## src/design/mef_pkg.sv

```systemverilog
// Shared types and constants of the morphological edge filter.
package mef_pkg;

    localparam int DEF_MAX_WIDTH  = 1024;
    localparam int DEF_MAX_RADIUS = 4;
    localparam int DEF_PIXEL_BITS = 8;

    localparam int RAD_W      = 3;
    localparam int REG_W      = 11;
    localparam int ROW_W      = 11;
    localparam int CFG_IDX_W  = 2;
    localparam int MIN_SIZE   = 9;
    localparam int MAX_HEIGHT = 1024;

    localparam logic [RAD_W-1:0] RST_RADIUS = 3'd1;
    localparam logic [REG_W-1:0] RST_WIDTH  = 11'd640;
    localparam logic [REG_W-1:0] RST_HEIGHT = 11'd480;

    localparam int Q_DEPTH = 4;
    localparam int Q_PTR_W = 2;
    localparam int Q_CNT_W = 3;

    typedef enum logic [CFG_IDX_W-1:0] {
        REG_RADIUS = 2'd0,
        REG_WIDTH  = 2'd1,
        REG_HEIGHT = 2'd2
    } cfg_reg_t;

    // per-request classification made by the front end
    typedef struct packed {
        logic s_act;   // request carries a sum position inside the frame
        logic s_int;   // that sum position is interior
        logic o_act;   // request yields an output pixel
        logic o_int;   // that output pixel is interior
        logic last;    // final output pixel of the frame
    } mef_flags_t;

endpackage

```

## src/design/mef_front.sv

```systemverilog
// Front end: config registers, raster counters and request classification.
module mef_front #(
    parameter int MAX_WIDTH  = mef_pkg::DEF_MAX_WIDTH,
    parameter int MAX_RADIUS = mef_pkg::DEF_MAX_RADIUS,
    parameter int PIXEL_BITS = mef_pkg::DEF_PIXEL_BITS
) (
    input  logic                              clk,
    input  logic                              rst_n,
    input  logic                              cfg_we,
    input  logic [mef_pkg::CFG_IDX_W-1:0]     cfg_index,
    input  logic [mef_pkg::REG_W-1:0]         cfg_wdata,
    input  logic                              in_valid,
    output logic                              in_ready,
    input  logic [PIXEL_BITS-1:0]             pixel,
    input  logic                              is_flush,
    input  logic                              q_full,
    output logic                              q_push,
    output logic [PIXEL_BITS-1:0]             q_pix,
    output logic [$clog2(MAX_WIDTH)-1:0]      q_col,
    output logic [$clog2(MAX_WIDTH)-1:0]      q_scol,
    output mef_pkg::mef_flags_t               q_flags,
    output logic [mef_pkg::RAD_W-1:0]         radius
);
    import mef_pkg::*;

    localparam int CW = $clog2(MAX_WIDTH);
    localparam int EW = (CW + 1 > REG_W) ? CW + 1 : REG_W;

    logic [RAD_W-1:0] radius_reg;
    logic [REG_W-1:0] width_reg;
    logic [REG_W-1:0] height_reg;

    logic [CW-1:0]    in_col_reg,  in_col_next;
    logic [ROW_W-1:0] in_row_reg,  in_row_next;
    logic             s_run_reg,   s_run_next;
    logic [CW-1:0]    s_col_reg,   s_col_next;
    logic [ROW_W-1:0] s_row_reg,   s_row_next;
    logic             o_run_reg,   o_run_next;
    logic [CW-1:0]    o_col_reg,   o_col_next;
    logic [ROW_W-1:0] o_row_reg,   o_row_next;

    logic [RAD_W-1:0] r_eff;
    logic [EW-1:0]    w_eff;
    logic [ROW_W-1:0] h_eff;
    logic [EW-1:0]    r_w;
    logic [ROW_W-1:0] r_h;
    logic             accept;
    logic             cfg_hit;
    logic             s_cur;
    logic             o_cur;
    logic [CW-1:0]    s_col_cur, o_col_cur;
    logic [ROW_W-1:0] s_row_cur, o_row_cur;
    logic             last;

    function automatic logic interior(input logic [ROW_W-1:0] row, input logic [CW-1:0] col,
                                      input logic [ROW_W-1:0] rh, input logic [EW-1:0] rw,
                                      input logic [ROW_W-1:0] h, input logic [EW-1:0] w);
        return (row >= rh) && (row < h - rh) && (EW'(col) >= rw) && (EW'(col) < w - rw);
    endfunction

    function automatic logic wraps(input logic [CW-1:0] col, input logic [EW-1:0] w);
        return (EW'(col) + EW'(1) >= w);
    endfunction

    always_comb
    begin
        r_eff = radius_reg;
        if (radius_reg == '0)
        begin
            r_eff = RAD_W'(1);
        end
        else if (radius_reg > RAD_W'(MAX_RADIUS))
        begin
            r_eff = RAD_W'(MAX_RADIUS);
        end
        w_eff = EW'(width_reg);
        if (EW'(width_reg) < EW'(MIN_SIZE))
        begin
            w_eff = EW'(MIN_SIZE);
        end
        else if (EW'(width_reg) > EW'(MAX_WIDTH))
        begin
            w_eff = EW'(MAX_WIDTH);
        end
        h_eff = height_reg;
        if (height_reg < ROW_W'(MIN_SIZE))
        begin
            h_eff = ROW_W'(MIN_SIZE);
        end
        else if (height_reg > ROW_W'(MAX_HEIGHT))
        begin
            h_eff = ROW_W'(MAX_HEIGHT);
        end
    end

    assign r_w    = EW'(r_eff);
    assign r_h    = ROW_W'(r_eff);
    assign radius = r_eff;

    assign in_ready = !q_full;
    assign accept   = in_valid && in_ready;
    assign cfg_hit  = cfg_we && (cfg_index == REG_RADIUS || cfg_index == REG_WIDTH
                                 || cfg_index == REG_HEIGHT);

    // sum stage trails input by R*W+R, output trails the sum stage by the same
    always_comb
    begin
        s_cur     = s_run_reg || (in_row_reg == r_h && EW'(in_col_reg) == r_w);
        s_col_cur = s_run_reg ? s_col_reg : '0;
        s_row_cur = s_run_reg ? s_row_reg : '0;
        o_cur     = o_run_reg || (s_cur && s_row_cur == r_h && EW'(s_col_cur) == r_w);
        o_col_cur = o_run_reg ? o_col_reg : '0;
        o_row_cur = o_run_reg ? o_row_reg : '0;
        last      = o_cur && (o_row_cur == h_eff - ROW_W'(1))
                    && (EW'(o_col_cur) == w_eff - EW'(1));

        q_flags.s_act = s_cur && (s_row_cur < h_eff);
        q_flags.s_int = interior(s_row_cur, s_col_cur, r_h, r_w, h_eff, w_eff);
        q_flags.o_act = o_cur;
        q_flags.o_int = interior(o_row_cur, o_col_cur, r_h, r_w, h_eff, w_eff);
        q_flags.last  = last;

        q_push = accept;
        q_pix  = (is_flush || in_row_reg >= h_eff) ? '0 : pixel;
        q_col  = in_col_reg;
        q_scol = s_col_cur;
    end

    always_comb
    begin
        in_col_next = wraps(in_col_reg, w_eff) ? '0 : in_col_reg + 1'b1;
        in_row_next = wraps(in_col_reg, w_eff) ? in_row_reg + 1'b1 : in_row_reg;
        s_run_next  = s_cur;
        s_col_next  = s_col_reg;
        s_row_next  = s_row_reg;
        o_run_next  = o_cur;
        o_col_next  = o_col_reg;
        o_row_next  = o_row_reg;
        if (s_cur)
        begin
            s_col_next = wraps(s_col_cur, w_eff) ? '0 : s_col_cur + 1'b1;
            s_row_next = wraps(s_col_cur, w_eff) ? s_row_cur + 1'b1 : s_row_cur;
        end
        if (o_cur)
        begin
            o_col_next = wraps(o_col_cur, w_eff) ? '0 : o_col_cur + 1'b1;
            o_row_next = wraps(o_col_cur, w_eff) ? o_row_cur + 1'b1 : o_row_cur;
        end
        if (last)
        begin
            in_col_next = '0;
            in_row_next = '0;
            s_run_next  = 1'b0;
            o_run_next  = 1'b0;
        end
    end

    always_ff @(posedge clk or negedge rst_n)
    begin
        if (!rst_n)
        begin
            radius_reg <= RST_RADIUS;
            width_reg  <= RST_WIDTH;
            height_reg <= RST_HEIGHT;
            in_col_reg <= '0;
            in_row_reg <= '0;
            s_run_reg  <= 1'b0;
            s_col_reg  <= '0;
            s_row_reg  <= '0;
            o_run_reg  <= 1'b0;
            o_col_reg  <= '0;
            o_row_reg  <= '0;
        end
        else if (cfg_hit)
        begin
            case (cfg_index)
                REG_RADIUS: radius_reg <= cfg_wdata[RAD_W-1:0];
                REG_WIDTH:  width_reg  <= cfg_wdata;
                REG_HEIGHT: height_reg <= cfg_wdata;
                default:    radius_reg <= radius_reg;
            endcase
            in_col_reg <= '0;
            in_row_reg <= '0;
            s_run_reg  <= 1'b0;
            o_run_reg  <= 1'b0;
        end
        else if (accept)
        begin
            in_col_reg <= in_col_next;
            in_row_reg <= in_row_next;
            s_run_reg  <= s_run_next;
            s_col_reg  <= s_col_next;
            s_row_reg  <= s_row_next;
            o_run_reg  <= o_run_next;
            o_col_reg  <= o_col_next;
            o_row_reg  <= o_row_next;
        end
    end

endmodule

```

## config.mk

```make
export PLATFORM = sky130hd
export DESIGN_NAME = mef_front
export DESIGN_NICKNAME = d
export VERILOG_FILES = /design/src/design/mef_pkg.sv /design/src/design/mef_front.sv
export SDC_FILE = /design/constraint.sdc
export NUM_CORES = 1
export LEC_CHECK = 0
export BUFFER_PORTS_ARGS = -buffer_cell sky130_fd_sc_hd__buf_2
export CORE_ASPECT_RATIO = 1.2
export CORE_UTILIZATION = 55
export DETAILED_ROUTE_END_ITERATION = 7
export PLACE_DENSITY = 0.77
export RECOVER_POWER = 100
export SYNTH_ARGS = -nofsm -noshare
export SYNTH_HDL_FRONTEND = slang
export SYNTH_SLANG_ARGS = --single-unit
export TNS_END_PERCENT = 50
```

## constraint.sdc

```tcl
create_clock -name clk -period 4.5 [get_ports clk]
set_input_delay 0.675 -clock clk [delete_from_list [all_inputs] [get_ports clk]]
set_output_delay 0.675 -clock clk [all_outputs]
set_load 0.005 [all_outputs]
```

# == Word-level counts from Yosys, hierarchy flattened ==
# Index checks and enable logic that the tools add are counted.
# word_totals
latchBits,0
ram_bits,0
output_inout_bits,38
in_bits,27
n_memories,0
romBits,0
ff_bits,90
wordCells,110
# op_classes
bitwise_logic,1
shift,0
add_sub_neg,13
magnitude_cmp,18
muxes,29
n_reduce_logical,30
n_eq_ne,8
div,0
mul,0
# ops
cell,count
$mux 11,12
$mux 10,8
$ge 11x11->1,4
$add 10x1->11 const B,3
$add 11x1->11 const B,3
$lt 11x11->1,3
$add 10x1->10 const B,3
$eq 11x3->1,2
$ge 11x3->1,2
$gt 11x11->1 const B,2
$lt 10x11->1,2
$lt 11x4->1 const B,2
$sub 11x1->11 const B,2
$sub 11x3->11,2
$eq 10x3->1,2
$ge 10x3->1,2
$logic_and 1x1->1,14
$eq 10x11->1,1
$eq 11x11->1,1
$mux 8,1
$reduce_and 2->1,4
$mux 1,6
$mux 3,2
$reduce_and 3->1,2
other kinds (10),14

# == Logic depth before layout (Yosys ltp) ==
# depth
ltp_word,14
ltp_mapped,21

# == Least setup slack after synthesis ==
# OpenSTA, ideal clock, no wires.
# synth_timing
path_type,register -> output
start,reg height_reg[8]
end,out q_flags[3] in the netlist's numbering
setup_slack_ns,-0.278
path_stages_with_launch,20
t_arrival_ns,4.103
path_buffers,1
cell_sequence,dfstp_2 buf_2 or4_4 a311o_1 a21oi_4 inv_1 ha_1 inv_1 fa_1 inv_1 ha_1 o21ai_0 a21oi_1 nor4_1 nor3_1 maj3_1 a21oi_1 o21bai_1 maj3_1 a21oi_1
# synth_rtl
element,line_no,source
"start, declared",mef_front.sv:31,logic [REG_W-1:0] height_reg;
"start signal, assigned",mef_front.sv:179,REG_HEIGHT: height_reg <= cfg_wdata;
"end, declared",mef_front.sv:21,"output mef_pkg::mef_flags_t q_flags,"

==> results by group <==
Run status
  • Outcome: complete, but fails checks
  • Failing checks: capacitance limit, slew limit, setup timing

Setup path
  • Critical path launch point type: flop
  • FF-to-FF path depth: 16
  • Reg-to-Reg Start: height_reg[8]
  • R2R Path End: q_col[7]
  • CP arrival: 4410 ps
  • Critical Path Fanout Max: 4
  • Setup crit end kind: primary output
  • Worst Setup Path Type: reg -> out
  • Data required time of the critical path: 3830 ps
  • R2r setup slk: 0 ps

Clock network
  • Later-pin clock latency in the skew report: 360 ps
  • CTS root buf: clkbuf_16
  • CTS Hold Bufs: 0
  • Depth of the CTS H-tree: 3
  • Num CTS Buffers: 9
  • CTS Sinks: 90
  • Reg clk slew, reported paths: 80 ps
  • Max Root-Sink Buffers: 2
  • CTS tree: done

Yosys
  • Netlist Area Pre-Place: 0.008543 mm2
  • Count leader, synth: ha_1
  • Avg Inst Size Synth: 8.467 um2
  • Mapped Nets: 1150
  • Post-synth EDFFs: 0
  • Syn. warnings: 0
  • Sequential element share of the synthesized area: 26.46%
  • Seq cells post-synth: 90
  • Area contributors post-synth: dfrtp_1 24%, ha_1 16%, xnor2_1 4.4%, nand2_1 4.3%, o21ai_0 3.8%
  • Fraction of registers with async set or reset after synthesis: 100.0%
  • Synth cell types: 74
  • Synth Flop Type: dfrtp_1
  • Synth area leader: dfrtp_1
  • Synth top area share: 24.31%
  • Synth Instances: 1009
  • Post-synth top cells: 112 x ha_1, 98 x nand2_1, 83 x dfrtp_1

Timing
  • Fin worst setup slack: -582.1 ps
  • Final Hold Vio Count: 0
  • Worst slew pin tran: 3090 ps
  • Max Fclk: 196.8 MHz
  • RSZ-0062 raised after global routing: true
  • Slew Limit Fails: 58
  • Setup violations, final: 4
  • Final worst-path cycle share: 112.9%
  • Min Tclk post-route: 5082 ps
  • Worst rel slew slack: -106.0%
  • Clk_skew: 12.44 ps

GRT
  • Pin count of the biggest net entering global routing: 58
  • Initial antenna violation count: 0
  • First-pass GRT wire length: 41430 um
  • Number of global-route vias before repair: 8007
  • Total GRT Usage: 33.17%
  • Global route overflow: 0

Floorplanning
  • Num rows: 49
  • Die area: 0.01604 mm2
  • Initial Util: 56.65%
  • Core Box Area: 0.01508 mm2
  • Die width: 115.8 um
  • Io pins: 65
  • Die Ht: 138.5 um

Pwr
  • Peak supply drop: 0.2390 mV
  • Pwr per Cell Area: 355.5 mW/mm2
  • Tot Pwr: 0.003624 W
  • Leak pwr: 4.822 nW

Cells and area
  • P&R area growth vs syn: 19.32%
  • Share of layout cells above drive strength 1: 21.88%
  • Final antenna diode count: 0
  • Finished Cell Area: 0.01019 mm2
  • Layout Nets: 1274

Placed design
  • IO buf count: 64
  • DP Area: 0.009512 mm2
  • GPL Wtd Cong: 0.9608
  • HPWL after DPL: 19570 um

Detailed routing
  • Initial DRC Count: 707
  • Via density per instance: 6.211
  • Routed len/inst: 19.56 um
  • DRC: 0
  • DR vias: 8335
  • Post-DRT Antenna Nets: 0
  • Routed wire length: 26250 um
  • DRT Pass-1 Iters: 5

Hold path
  • Hold Path Depth: 2
  • WHS Endpoint: s_col_reg[9]
  • HP Class: reg -> reg
  • Hold_sp: s_col_reg[9]

Flow run
  • Max_cap viols: 1
==> worst max-delay path by stage <==
stage | startpoint | end | slack [ps] | depth (start not counted)
after CTS | height_reg[8] | q_flags[3] | -510 | 19
after floorplan | height_reg[8] | q_flags[3] | -40 | 19
after global routing | height_reg[8] | q_flags[3] | -740 | 19
final | width_reg[9] | q_flags[3] | -580 | 18
after global placement | width_reg[9] | q_flags[1] | -220 | 19
after detailed placement | width_reg[9] | q_flags[3] | -320 | 18
==> per-stage QoR <==
step	instances	hold WS [ps]	TNS, ps	utilization [%]	setup WS [ps]
floorplan	1009	379.4	-52.19	-	-42.97
global placement	1307	505.0	-431.1	63.07	-218.1
detailed placement	1307	515.0	-597.1	63.07	-317.1
CTS	1336	402.8	-1142	66.82	-509.1
global route	1342	547.7	-3573	67.59	-741.6
finish	1342	522.2	-1401	67.59	-582.1
==> cell families after synthesis <==
| logic type | share of synthesized area (%) |
|---|---|
| adder cells (fa/ha/maj) | 17.34 |
| flip-flops | 26.46 |
| AND/OR/NAND/NOR | 22.99 |
| XOR/XNOR | 7.074 |
| multiplexers | 3.881 |
| AO/OA/AOI/OAI | 18.41 |
| buffers and inverters | 3.837 |
==> power by group <==
part	internal [W]	total, W	switching, W
clock	0.000447	0.000801	0.000354
combinational	0.000853	0.00185	0.000999
sequential	0.000888	0.000971	0.0000830
total	0.00219	0.00362	0.00144
==> layer usage <==
layer / routed length (um) / GRT usage, % / share of wire (%)
met5: 0 / 0 / 0
met4: 1246 / 15.72 / 4.7
met3: 1770 / 4.954 / 6.7
met2: 12570 / 54.10 / 48
met1: 10660 / 42.62 / 41
==> layout by cell type, fill, tap and decap left out, types with 25 or more instances in the layout <==
cell type  count
ha_1         103
nand2_1       98
dfrtp_1       83
buf_4         73
nor2_1        58
o21ai_0       58
buf_2         55
xnor2_1       41
inv_1         38
nand3_1       34
a21oi_1       33
nand2b_1      29
xor2_1        26
mux2_2        25
==> final cells by class <==
class	instances	area (um2)
multi-input cells	835	6246
repair buffers	151	952.2
flip-flops and latches	90	2261
clock inverters	6	65.06
clock buffers	10	239.0
inverters	46	175.2
well taps	204	255.2
fillers	1190	4888
==> worst max-delay path, stage by stage, from the launching register on <==
cell and delay, ps:
dfstp_2 370, or4_4 550, nor2_4 170, a21oi_2 80
nand2_1 100, inv_2 70, ha_4 210, a21o_1 170
a21o_1 240, nor2b_4 200, nand2_1 90, a22oi_2 220
ha_1 290, a2111oi_0 480, nor2_1 90, nor3_1 190
o311ai_1 220, a21oi_2 170, buf_2 130
==> timing repair <==
action | 4_1_cts | 5_1_grt
buffers inserted | 13 | 7
pin swaps | 32 | 28
endpoints found under the setup margin | 11 | 11
hold endpoints to repair | 0 | 0
resized for setup | 44 | 21
No activity file was read; power rests on OpenSTA's default activity.
