<file path="config.mk">
export PLATFORM = sky130hd
export DESIGN_NAME = mef_fifo
export DESIGN_NICKNAME = d
export VERILOG_FILES = /design/src/design/mef_pkg.sv /design/src/design/mef_fifo.sv
export SDC_FILE = /design/constraint.sdc
export NUM_CORES = 1
export LEC_CHECK = 0
export BUFFER_PORTS_ARGS = -buffer_cell sky130_fd_sc_hd__buf_2
export CORE_AREA = 2 2 56 58
export DETAILED_ROUTE_END_ITERATION = 7
export DIE_AREA = 0 0 58 60
export GPL_TIMING_DRIVEN = 1
export PLACE_DENSITY_LB_ADDON = 0.15
export SYNTH_ARGS = -nofsm -noshare
export SYNTH_HDL_FRONTEND = slang
export SYNTH_SLANG_ARGS = --single-unit
</file>
<file path="constraint.sdc">
create_clock -name clk -period 3 [get_ports clk]
set_clock_uncertainty 0.1 [all_clocks]
set_input_delay 0.45 -clock clk [delete_from_list [all_inputs] [get_ports clk]]
set_output_delay 0.45 -clock clk [all_outputs]
set_load 0.005 [all_outputs]
</file>
<file path="src/design/mef_pkg.sv">
// Shared types and constants of the morphological edge filter.
package mef_pkg;

    localparam int DEF_MAX_WIDTH  = 1024;
    localparam int DEF_MAX_RADIUS = 4;
    localparam int DEF_PIXEL_BITS = 8;

    localparam int RAD_W      = 3;
    localparam int REG_W      = 11;
    localparam int ROW_W      = 11;
    localparam int CFG_IDX_W  = 2;
    localparam int MIN_SIZE   = 9;
    localparam int MAX_HEIGHT = 1024;

    localparam logic [RAD_W-1:0] RST_RADIUS = 3'd1;
    localparam logic [REG_W-1:0] RST_WIDTH  = 11'd640;
    localparam logic [REG_W-1:0] RST_HEIGHT = 11'd480;

    localparam int Q_DEPTH = 4;
    localparam int Q_PTR_W = 2;
    localparam int Q_CNT_W = 3;

    typedef enum logic [CFG_IDX_W-1:0] {
        REG_RADIUS = 2'd0,
        REG_WIDTH  = 2'd1,
        REG_HEIGHT = 2'd2
    } cfg_reg_t;

    // per-request classification made by the front end
    typedef struct packed {
        logic s_act;   // request carries a sum position inside the frame
        logic s_int;   // that sum position is interior
        logic o_act;   // request yields an output pixel
        logic o_int;   // that output pixel is interior
        logic last;    // final output pixel of the frame
    } mef_flags_t;

endpackage

</file>
<file path="src/design/mef_fifo.sv">
// Small request queue between the front end and the window datapath.
module mef_fifo #(
    parameter int W = 8
) (
    input  logic         clk,
    input  logic         rst_n,
    input  logic         push,
    input  logic [W-1:0] push_data,
    input  logic         pop,
    output logic [W-1:0] head,
    output logic         full,
    output logic         empty
);
    import mef_pkg::*;

    logic [W-1:0]       data_reg [Q_DEPTH];
    logic [Q_PTR_W-1:0] wr_ptr_reg;
    logic [Q_PTR_W-1:0] rd_ptr_reg;
    logic [Q_CNT_W-1:0] count_reg;

    assign full  = (count_reg == Q_CNT_W'(Q_DEPTH));
    assign empty = (count_reg == '0);
    assign head  = data_reg[rd_ptr_reg];

    always_ff @(posedge clk or negedge rst_n)
    begin
        if (!rst_n)
        begin
            wr_ptr_reg <= '0;
            rd_ptr_reg <= '0;
            count_reg  <= '0;
        end
        else
        begin
            if (push)
            begin
                wr_ptr_reg <= wr_ptr_reg + 1'b1;
            end
            if (pop)
            begin
                rd_ptr_reg <= rd_ptr_reg + 1'b1;
            end
            if (push && !pop)
            begin
                count_reg <= count_reg + 1'b1;
            end
            else if (pop && !push)
            begin
                count_reg <= count_reg - 1'b1;
            end
        end
    end

    always_ff @(posedge clk)
    begin
        if (push)
        begin
            data_reg[wr_ptr_reg] <= push_data;
        end
    end

endmodule

</file>
Yosys cells after proc, flatten, opt, wreduce, memory -nomap -nowiden --
Memories as Yosys holds them, arrays and structs flattened. Cells that the tools add are included.
Word-level totals: flip-flop bits (word level) 7, latch bits 0, RAM bits 32, bits in read-only memories 0, input bits 12, output and inout port bits 10, logic and storage cells 19, memories kept 1
Memory list:
- data_reg | words 4, width 8, read ports 1, clocked after memory_dff 0, wr ports 1, RTL line mef_fifo.sv:16 | logic [W-1:0] data_reg [Q_DEPTH];
Cells by class: add/sub/neg operators 4, multiply operators 0, div/mod/pow operators 0, order comparisons 0, equality and inequality tests 1, shift operators 0, multiplexer cells 4, bitwise logic cells 0, reductions and logical operators 6
Operators with widths (count):
- $mux W3 | 2
- $add A2 B1 Y2 const B | 2
- $add A3 B1 Y3 const B | 1
- $eq A3 B3 Y1 const B | 1
- $logic_not A3 Y1 | 1
- $sub A3 B1 Y3 const B | 1
- $logic_and A1 B1 Y1 | 2
- $logic_not A1 Y1 | 2
- $mux W1 | 2
- $reduce_bool A2 Y1 | 1

Longest topological paths before layout --
Gate-level depths: netlist (run 1).
depth after elaboration 4, depth in mapped cells 7, gate-level depth less buffers 7

Worst setup path before layout (run 1) --
Ideal clock, no wire load.
path type input-to-reg, start point input pop, end point register count_reg[2], library setup time 79 ps, data arrival time 1456 ps, required time 2821 ps, slack 1365 ps, stages on the path 7, path buffers 0, cells stage by stage inv_1 ha_1 inv_1 fa_1 xor2_1 nor2_1 xor2_1
On the way: cells in the longest elaborated chain, start to end 3, elaborated cells on any way between the ends 5, those cells by class 1 x mux; 4 x reduce/logical
RTL lines:
- from (decl) | RTL line mef_fifo.sv:9 | input logic pop,
- $logic_not A1 Y1 | RTL line mef_fifo.sv:43 | if (push && !pop)
- $logic_and A1 B1 Y1 | RTL line mef_fifo.sv:43
- $mux W3 or $reduce_bool A2 Y1 (tied branches)
- to (signal assigned) | RTL line mef_fifo.sv:45 | count_reg <= count_reg + 1'b1;
- to (signal assigned) | RTL line mef_fifo.sv:49 | count_reg <= count_reg - 1'b1;
- to (decl) | RTL line mef_fifo.sv:19 | logic [Q_CNT_W-1:0] count_reg;
Several ways; a longest one is shown, not always the timed one. A chain may end at the register's enable or synchronous reset.

Final worst setup path (run 1) --
start point register rd_ptr_reg[0], end point output head[6]
On the way: cells in the longest elaborated chain, start to end 1
RTL lines:
- from (decl) | RTL line mef_fifo.sv:18 | logic [Q_PTR_W-1:0] rd_ptr_reg;
- from (signal assigned) | RTL line mef_fifo.sv:41 | rd_ptr_reg <= rd_ptr_reg + 1'b1;
- $mem_v2 Z4 W8
- to (decl) | RTL line mef_fifo.sv:10 | output logic [W-1:0] head,
No other way between the ends.

==> results of run 1 <==
## routing by layer
layer  global-route usage [%]  up-vias
li1                         -      340
met1                    19.13      356
met2                    23.86       20
met3                    4.545        8
met4                    11.96        0
met5                        0        -
## cell usage in the layout (no fill, tap or decap)
| cell type | netlist | layout |
|---|---|---|
| xnor2_1 | 2 | 2 |
| mux4_2 | 8 | 8 |
| clkinvlp_4 | 0 | 1 |
| mux2_2 | 1 | 1 |
| buf_2 | 1 | 21 |
| o21ai_0 | 1 | 1 |
| nor3_1 | 1 | 1 |
| nor2_1 | 1 | 1 |
| nor3b_1 | 1 | 1 |
| edfxtp_1 | 32 | 32 |
| dlygate4sd3_1 | 0 | 1 |
| fa_1 | 1 | 1 |
| ha_1 | 5 | 5 |
| nand2_1 | 2 | 2 |
| inv_1 | 4 | 4 |
| clkbuf_4 | 0 | 5 |
| dfrtp_1 | 7 | 7 |
| clkinv_1 | 0 | 2 |
| and2_1 | 4 | 4 |
| xor2_1 | 4 | 4 |
## synth_stat cells
library cell   n  share of area (%)
nor3b_1        1               0.49
xnor2_1        2                1.1
mux4_2         8                 12
dfrtp_1        7                 11
and2_1         4                1.6
xor2_1         4                2.3
o21ai_0        1               0.32
nor2_1         1               0.24
nor3_1         1               0.32
nand2_1        2               0.49
ha_1           5                4.0
buf_6          1               0.73
buf_2          1               0.32
fa_1           1                1.3
mux2_2         1               0.73
edfxtp_1      32                 62
inv_1          4               0.97
## path summary, 6_finish.rpt
path | startpoint | to | slack (ns) | cells past startpoint
max in group asynchronous | rst_n | count_reg[2] | 2.30 | 2
setup / recovery | rd_ptr_reg[0] | head[6] | 0.65 | 2
hold / removal | push_data[6] | data_reg[2][6] | 0.21 | 1
min in group asynchronous | rst_n | rd_ptr_reg[0] | 0.34 | 2
hold reg to reg | count_reg[2] | count_reg[2] | 0.41 | 1
setup reg to reg | wr_ptr_reg[1] | data_reg[1][4] | 1.47 | 3
## kinds of logic after synthesis
logic type               synth area share, %
flip-flops                             73.40
multiplexers                           12.37
AND/OR/NAND/NOR                        3.152
XOR/XNOR                               3.395
buffers and inverters                  2.020
adder cells (fa/ha/maj)                5.336
AO/OA/AOI/OAI                         0.3231
## stage by stage
stage	instances	cell area, um2	total power (W)	util (%)	hold WS (ns)
detailed placement	128	1678	0.001271	57.80	0.1868
CTS	137	1740	0.001520	59.96	0.2031
finish	137	1740	0.001496	59.96	0.2083
global route	137	1740	0.001594	59.96	0.1862
floorplan	76	1548	0.001119	-	0.05441
global placement	128	1678	0.001247	57.80	0.1899
## report_power, final
part | internal, W | leakage (nW) | switching [W]
combinational | 0.000237 | 0.251 | 0.000160
sequential | 0.000725 | 0.376 | 0.000123
clock | 0.0000859 | 0.0263 | 0.000166
total | 0.00105 | 0.653 | 0.000449
## area by class of cell
type                    count  area [um2]
fillers                   220        1162
clock inverters             3       15.01
repair buffers             22       115.1
clock buffers               5       37.54
well taps                  33       41.29
multi-input cells          31       380.4
flip-flops and latches     39        1136
inverters                   4       15.01
## what timing repair did
item / in CTS / in global routing
hold endpoints to repair: 7 / 0
buffers inserted: 0 / 0
hold buffers: 1 / 0
## worst register-to-register path: stages (launching register included)
cell	delay, ns
dfrtp_1	0.42
inv_1	0.10
ha_1	0.14
and2_1	0.41
==> run summary, run 1 <==
outcome -> finished clean
first-pass GRT wire length -> 3.622 mm
Num CTS Buffers -> 5
io pins -> 22
vias in the first global route -> 778
DR top layer -> met4
transition time of the tightest slew-check pin -> 0.5740 ns
Post-Route WL -> 2.253 mm
synthesized instance count -> 76
leakage -> 0.6534 nW
Chip Height -> 60 um
post-CTS resize count -> 0
area delta synth->final -> 12.45%
standard-cell rows -> 20
syn avg cell area -> 20.36 um2
post-DP HPWL -> 1.597 mm
startpoint types -> flop
initial antenna violation count -> 0
Layout Nets -> 121
Core Region -> 2903 um2
max_cap viols -> 0
DIE WIDTH -> 58 um
Largest stage delay, worst path -> 0.73 ns
vias per cell -> 5.285
Routed met2 length -> 1.078 mm
WL met1 -> 1.008 mm
crit path max fanout -> 10
Pwr per Cell Area -> 859.5 nW/um2
final hold viol count -> 0
Max Freq -> 0.4261 GHz
largest net degree at the start of global routing -> 13
die area -> 3480 um2
htree depth -> 2
number of distinct library cells after synthesis -> 17
final setup vio count -> 0
Via Count -> 724
final max-slew violation count -> 0
CTS tree -> yes
Residual DRC -> 0
setup TNS -> 0 ns
Root Buffer -> clkbuf_4
Port Buffers -> 21
drt first pass iters -> 4
Hold Crit Class -> in2reg
Req. time, crit path -> 2.45 ns
Syn Nets -> 94
gr ovfl total -> 0
flop and latch count out of synthesis -> 39
clock sink count -> 39
final worst slack -> 0.6529 ns
Worst Path Class, Setup -> reg2out
min Tclk post-route -> 2.347 ns
Max rail drop VDD -> 0.0004872 V
mapped cell area -> 1548 um2
Worst-Skew Late Latency -> 0.35 ns
clock buffer depth -> 2
Largest register FFs -> 32
Worst path slowest cell -> dfrtp_1
wire per inst -> 16.45 um
RSZ-0062 raised after global routing -> no
crit end category -> primary output
critical-path cell list -> mux4_2, buf_2
all-layer global routing usage -> 15.73%
Seq/Total Area, Yosys -> 73.40%
layout cells sized above 1 -> 34.62%
Reg clk slew, reported paths -> 0.11 ns
worst rel slew slack -> 61.74%
CP delay by family, top -> flip-flops
gpl congestion -> 0.6401
Synth warnings -> 0
antenna fix cells -> 0
DRT iter0 DRCs -> 20
fin crit share -> 78.24%
crit path DAT -> 1.80 ns
post-route ant nets -> 0
worst slack, placed -> 1.017 ns
Initial Utilization -> 53.32%
worst path bufs/invs -> 1
met3 WL -> 99 um
(Power assumes the default switching activity.)
==> run 2: changes to the inputs <==
--- a/config.mk
+++ b/config.mk
@@ -5,10 +5,11 @@
 export SDC_FILE = /design/constraint.sdc
 export NUM_CORES = 1
 export LEC_CHECK = 0
+export ABC_AREA = 1
 export BUFFER_PORTS_ARGS = -buffer_cell sky130_fd_sc_hd__buf_2
-export CORE_AREA = 2 2 56 58
+export CORE_AREA = 2 2 59 61
 export DETAILED_ROUTE_END_ITERATION = 7
-export DIE_AREA = 0 0 58 60
+export DIE_AREA = 0 0 61 63
 export GPL_TIMING_DRIVEN = 1
 export PLACE_DENSITY_LB_ADDON = 0.15
 export SYNTH_ARGS = -nofsm -noshare
==> constraint.sdc (replaced) <==
create_clock -name clk -period 2.27 [get_ports clk]
set_clock_uncertainty 0.1 [all_clocks]
set_input_delay 0.3405 -clock clk [delete_from_list [all_inputs] [get_ports clk]]
set_output_delay 0.3405 -clock clk [all_outputs]
set_load 0.005 [all_outputs]
==> run 2 against run 1 <==
Against the previous run:
- sequential share of layout area fell by 5.5 points
- final area grew 9.2%
- synthesized cell count grew 86%
- final cell count up 55%
- clock power is 52% higher
- power is 45% higher
- via count grew 38%
- critical endpoint is now head[3]
- largest power group unchanged
- highest routed layer unchanged
==> run summary, run 2 <==
Layout Nets -> 183
synthesized instance count -> 141
flop and latch count out of synthesis -> 39
Yosys top cell by area -> edfxtp_1
outcome -> finished clean
drt first pass iters -> 4
htree depth -> 2
Num CTS Buffers -> 5
startpoint types -> flop
worst rel slew slack -> 74.25%
Port Buffers -> 21
max_cap viols -> 0
wire per inst -> 12.11 um
Synth top area share -> 56.30%
worst slack, placed -> 0.6256 ns
CTS tree -> yes
crit end category -> primary output
Pwr per Cell Area -> 1144 nW/um2
crit path max fanout -> 32
Initial Utilization -> 52.81%
number of distinct library cells after synthesis -> 18
standard-cell rows -> 21
Post-synth EDFFs -> 32
top cells by area, synth -> edfxtp_1 56%, dfrtp_1 10%, nand2_1 8.1%
vias in the first global route -> 951
Min Hold Slack -> 0.1134 ns
io pins -> 22
post-DP HPWL -> 1.786 mm
ys async rst share -> 17.95%
Max Freq -> 0.5386 GHz
Synth warnings -> 0
final setup vio count -> 0
RSZ-0062 raised after global routing -> no
Max rail drop VDD -> 0.0006419 V
Reg clk slew, reported paths -> 0.10 ns
Worst Path Class, Setup -> reg2out
Setup Buffers After CTS -> 0
Hold Crit Class -> in2reg
area delta synth->final -> 11.36%
Seq/Total Area, Yosys -> 66.57%
Core Region -> 3232 um2
DRT iter0 DRCs -> 34
largest net degree at the start of global routing -> 33
Via Count -> 998
Syn Nets -> 159
final max-slew violation count -> 0
all-layer global routing usage -> 15.99%
Largest register FFs -> 32
setup TNS -> 0 ns
Final Util -> 58.81%
Root Buffer -> clkbuf_4
Post-Route WL -> 2.568 mm
final worst slack -> 0.4133 ns
transition time of the tightest slew-check pin -> 0.3859 ns
initial antenna violation count -> 0
commonest non-fill, non-tap cell in the layout -> nand2_1
clock buffer depth -> 2
DIE WIDTH -> 61 um
crit path DAT -> 1.42 ns
commonest cells after routing, fill and taps aside -> 37 x nand2_1, 32 x edfxtp_1, 27 x inv_1
Chip Height -> 63 um
post-route ant nets -> 0
count leader, synth -> nand2_1
min Tclk post-route -> 1.857 ns
final hold viol count -> 0
Req. time, crit path -> 1.83 ns
vias per cell -> 4.708
Residual DRC -> 0
leakage -> 0.8514 nW
ys flop type -> edfxtp_1
syn avg cell area -> 12.10 um2
die area -> 3843 um2
first-pass GRT wire length -> 4.298 mm
mapped cell area -> 1707 um2
Worst-Skew Late Latency -> 0.33 ns
antenna fix cells -> 0
gr ovfl total -> 0
clock sink count -> 39
fin crit share -> 81.79%
gpl congestion -> 0.7207
layout cells sized above 1 -> 18.67%
Commonest cells post-synth -> 37 x nand2_1, 32 x edfxtp_1, 27 x inv_1
==> run 2: cell count changes after synthesis, moves of 3 or more <==
cell      delta
mux4_2       -8
nand2_1     +35
inv_1       +23
buf_6        +3
o211ai_1    +15
and2_1       -4
==> run 2: what timing repair did <==
action / in CTS / in global routing
gates resized for setup: 0 / 0
hold buffers: 1 / 0
endpoints found under the hold margin: 7 / 0
==> run 2: cells by family (layout without fill, tap and decap cells) <==
| logic type | after synthesis | count (layout) | share of synthesized area, % |
|---|---|---|---|
| and+or+nand+nor | 41 | 41 | 9.384 |
| adders and majority gates | 6 | 6 | 4.839 |
| DFF | 39 | 39 | 66.57 |
| buffers and inverters | 34 | 59 | 9.530 |
| AOI/OAI and AO/OA | 17 | 17 | 7.624 |
| xor gates and xnor gates | 4 | 4 | 2.053 |
==> run 2: area by class of cell <==
cell class	instances	area, um2
Fill cell	287	1331
Timing Repair Buffer	23	122.6
Multi-Input combinational cell	68	407.9
Tap cell	46	57.56
Inverter	28	107.6
Clock buffer	8	68.82
Sequential cell	39	1136
==> run 2: per-layer routing <==
metal  up-vias  GRT usage [%]  share of wire [%]  routed length (um)
met4         0          6.522                1.9                  48
met2        22          25.54                 49                1269
met3         4          6.625                4.8                 122
met1       460          18.68                 44                1127
met5         -              0                  0                   0
li1        512              -                  -                   -
==> run 2: worst paths after layout <==
kind | cells after the start | slack (ns) | endpoint | from
setup reg to reg | 4 | 0.81 | data_reg[1][4] | wr_ptr_reg[1]
min in group asynchronous | 2 | 0.26 | wr_ptr_reg[1] | rst_n
setup / recovery | 5 | 0.41 | head[3] | rd_ptr_reg[0]
max in group asynchronous | 2 | 1.65 | rd_ptr_reg[0] | rst_n
hold reg to reg | 1 | 0.40 | rd_ptr_reg[0] | rd_ptr_reg[0]
hold / removal | 2 | 0.11 | rd_ptr_reg[0] | pop
==> run 2: metrics by stage <==
step	cells	total power [W]	cell area [um2]
floorplan	141	0.001628	1707
global placement	203	0.001794	1822
detailed placement	203	0.001830	1822
CTS	212	0.002217	1901
global route	212	0.002364	1901
finish	212	0.002175	1901
==> run 2: where the power goes <==
part           internal (W)  leakage, nW  switching, W
logic              0.000299        0.436      0.000421
clock network      0.000182       0.0386      0.000201
registers          0.000957        0.377      0.000114
total               0.00144        0.851      0.000737
==> run 2: critical path, stage by stage (launching register included) <==
cell	delay [ns]
dfrtp_1	0.40
buf_4	0.31
nand2_1	0.10
o211ai_1	0.09
nand2_1	0.07
buf_2	0.12
==> run 3: changes to the inputs <==
--- a/config.mk
+++ b/config.mk
@@ -5,11 +5,11 @@
 export SDC_FILE = /design/constraint.sdc
 export NUM_CORES = 1
 export LEC_CHECK = 0
-export ABC_AREA = 1
+export ABC_AREA = 0
 export BUFFER_PORTS_ARGS = -buffer_cell sky130_fd_sc_hd__buf_2
-export CORE_AREA = 2 2 59 61
+export CORE_AREA = 2 2 57 59
 export DETAILED_ROUTE_END_ITERATION = 7
-export DIE_AREA = 0 0 61 63
+export DIE_AREA = 0 0 59 61
 export GPL_TIMING_DRIVEN = 1
 export PLACE_DENSITY_LB_ADDON = 0.15
 export SYNTH_ARGS = -nofsm -noshare
==> constraint.sdc (replaced) <==
create_clock -name clk -period 1.8 [get_ports clk]
set_clock_uncertainty 0.1 [all_clocks]
set_input_delay 0.27 -clock clk [delete_from_list [all_inputs] [get_ports clk]]
set_output_delay 0.27 -clock clk [all_outputs]
set_load 0.005 [all_outputs]
==> run 3 against run 2 <==
Against the previous run:
- the run now ends with setup timing left
- largest power group unchanged
- flip-flop and latch count is the same
- die area shrank 6.3%
- register-to-register slack lost 0.51 ns
==> run summary, run 3 (synthesis results as in run 1) <==
Max Freq -> 0.5341 GHz
fill count -> 228
WHS Path Cells -> 2
startpoint types -> flop
hold path start -> pop
WL met1 -> 1.038 mm
crit end category -> primary output
gpl congestion -> 0.6205
Chip Height -> 61 um
Worst Path Class, Setup -> reg2out
Reg clk slew, reported paths -> 0.10 ns
Hold Crit Class -> in2reg
reg2reg start -> wr_ptr_reg[1]
critical-path cell list -> buf_12, mux4_2, buf_2
Num CTS Buffers -> 5
final hold viol count -> 0
RSZ-0062 raised after global routing -> yes
post-CTS resize count -> 0
gr ovfl total -> 0
Post-Route WL -> 2.298 mm
violated checks -> setup timing
DR top layer -> met4
Port Buffers -> 21
Pwr per Cell Area -> 1452 nW/um2
fin crit share -> 104.0%
final worst slack -> -0.07247 ns
worst slack, placed -> 0.1282 ns
area delta synth->final -> 13.99%
placed inst area -> 1698 um2
Core Region -> 2953 um2
Largest register FFs -> 32
Worst path slowest cell -> mux4_2
drt first pass iters -> 4
max_cap viols -> 0
post-route ant nets -> 0
Routed met2 length -> 1.109 mm
vias per cell -> 5.295
Seq. cell area -> 1136 um2
final setup vio count -> 8
post-DP HPWL -> 1.537 mm
commonest non-fill, non-tap cell in the layout -> edfxtp_1
Layout Nets -> 123
htree depth -> 2
CP delay by family, top -> multiplexers
final max-slew violation count -> 0
all-layer global routing usage -> 14.66%
Min-Delay Endpoint -> rd_ptr_reg[0]
DRT iter0 DRCs -> 11
Residual DRC -> 0
standard-cell rows -> 20
worst rel slew slack -> 68.71%
wire per inst -> 16.53 um
Req. time, crit path -> 1.43 ns
crit path DAT -> 1.50 ns
worst path bufs/invs -> 2
Root Buffer -> clkbuf_4
largest net degree at the start of global routing -> 12
first-pass GRT wire length -> 3.553 mm
antenna fix cells -> 0
die area -> 3599 um2
Final Util -> 59.75%
crit path max fanout -> 9
worst reg-to-reg path cell count -> 3
area of the multi-input gates -> 380.4 um2
final instance area -> 1764 um2
clock buffer depth -> 2
transition time of the tightest slew-check pin -> 0.4693 ns
Max rail drop VDD -> 0.0008204 V
commonest cells after routing, fill and taps aside -> 32 x edfxtp_1, 21 x buf_2, 8 x mux4_2
layout cells sized above 1 -> 34.91%
reg2reg setup slack -> 0.30 ns
Via Count -> 736
DIE WIDTH -> 59 um
met3 WL -> 109 um
outcome -> complete, but fails checks
vias in the first global route -> 712
Initial Utilization -> 52.42%
CTS tree -> yes
io pins -> 22
final total power -> 0.002561 W
leakage -> 0.6678 nW
Worst-Skew Late Latency -> 0.32 ns
min Tclk post-route -> 1.872 ns
initial antenna violation count -> 0
reg2reg end -> data_reg[1][1]
Min Hold Slack -> 0.04308 ns
clock sink count -> 39
Largest stage delay, worst path -> 0.50 ns
-- run 3: changes by cell type in the layout (fill, tap and decap cells not counted), moves of 2 or more --
cell	change
and2_1	+4
clkbuf_8	-2
o211ai_1	-15
clkbuf_1	+2
nand2_1	-35
inv_1	-23
mux4_2	+8
-- run 3: metrics by stage --
| stage | TNS, ns | instances |
|---|---|---|
| final | -0.4771 | 139 |
| after global routing | -1.019 | 139 |
| after CTS | -0.6910 | 139 |
| after detailed placement | 0 | 129 |
| after global placement | 0 | 129 |
| after floorplan | 0 | 76 |
-- run 3: what timing repair did --
item                       CTS  global route
setup endpoints to repair    8             8
buffers inserted             1             0
hold buffers                 1             0
hold endpoints to repair     7             0
-- run 3: report_power, final --
part | leakage [nW] | total, W | internal (W) | switching [W]
Combinational | 0.265 | 0.000795 | 0.000455 | 0.000341
Sequential | 0.376 | 0.00135 | 0.00121 | 0.000146
Clock | 0.0265 | 0.000411 | 0.000156 | 0.000255
-- run 3: worst max path at each step --
stage | to | slack [ns] | from | cells after the start
after floorplan | count_reg[2] | 0.35 | pop | 7
after global placement | count_reg[2] | 0.18 | push | 7
after detailed placement | count_reg[2] | 0.13 | push | 7
after CTS | head[4] | -0.1 | rd_ptr_reg[0] | 3
after global routing | head[4] | -0.14 | rd_ptr_reg[0] | 3
final | head[4] | -0.07 | rd_ptr_reg[0] | 3
-- run 3: routing by layer --
metal  up-vias  global-route usage [%]
li1        347                       -
met2        17                   23.65
met5         -                       0
met1       366                   17.49
met4         0                   6.818
met3         6                   5.757
-- run 3: layout make-up --
type / instances / area share [%]
clock buffer: 8 / 2.766
tap: 33 / 2.340
inverter: 4 / 0.8511
sequential: 39 / 64.40
timing repair buffer: 24 / 8.085
multi-input combinational: 31 / 21.56
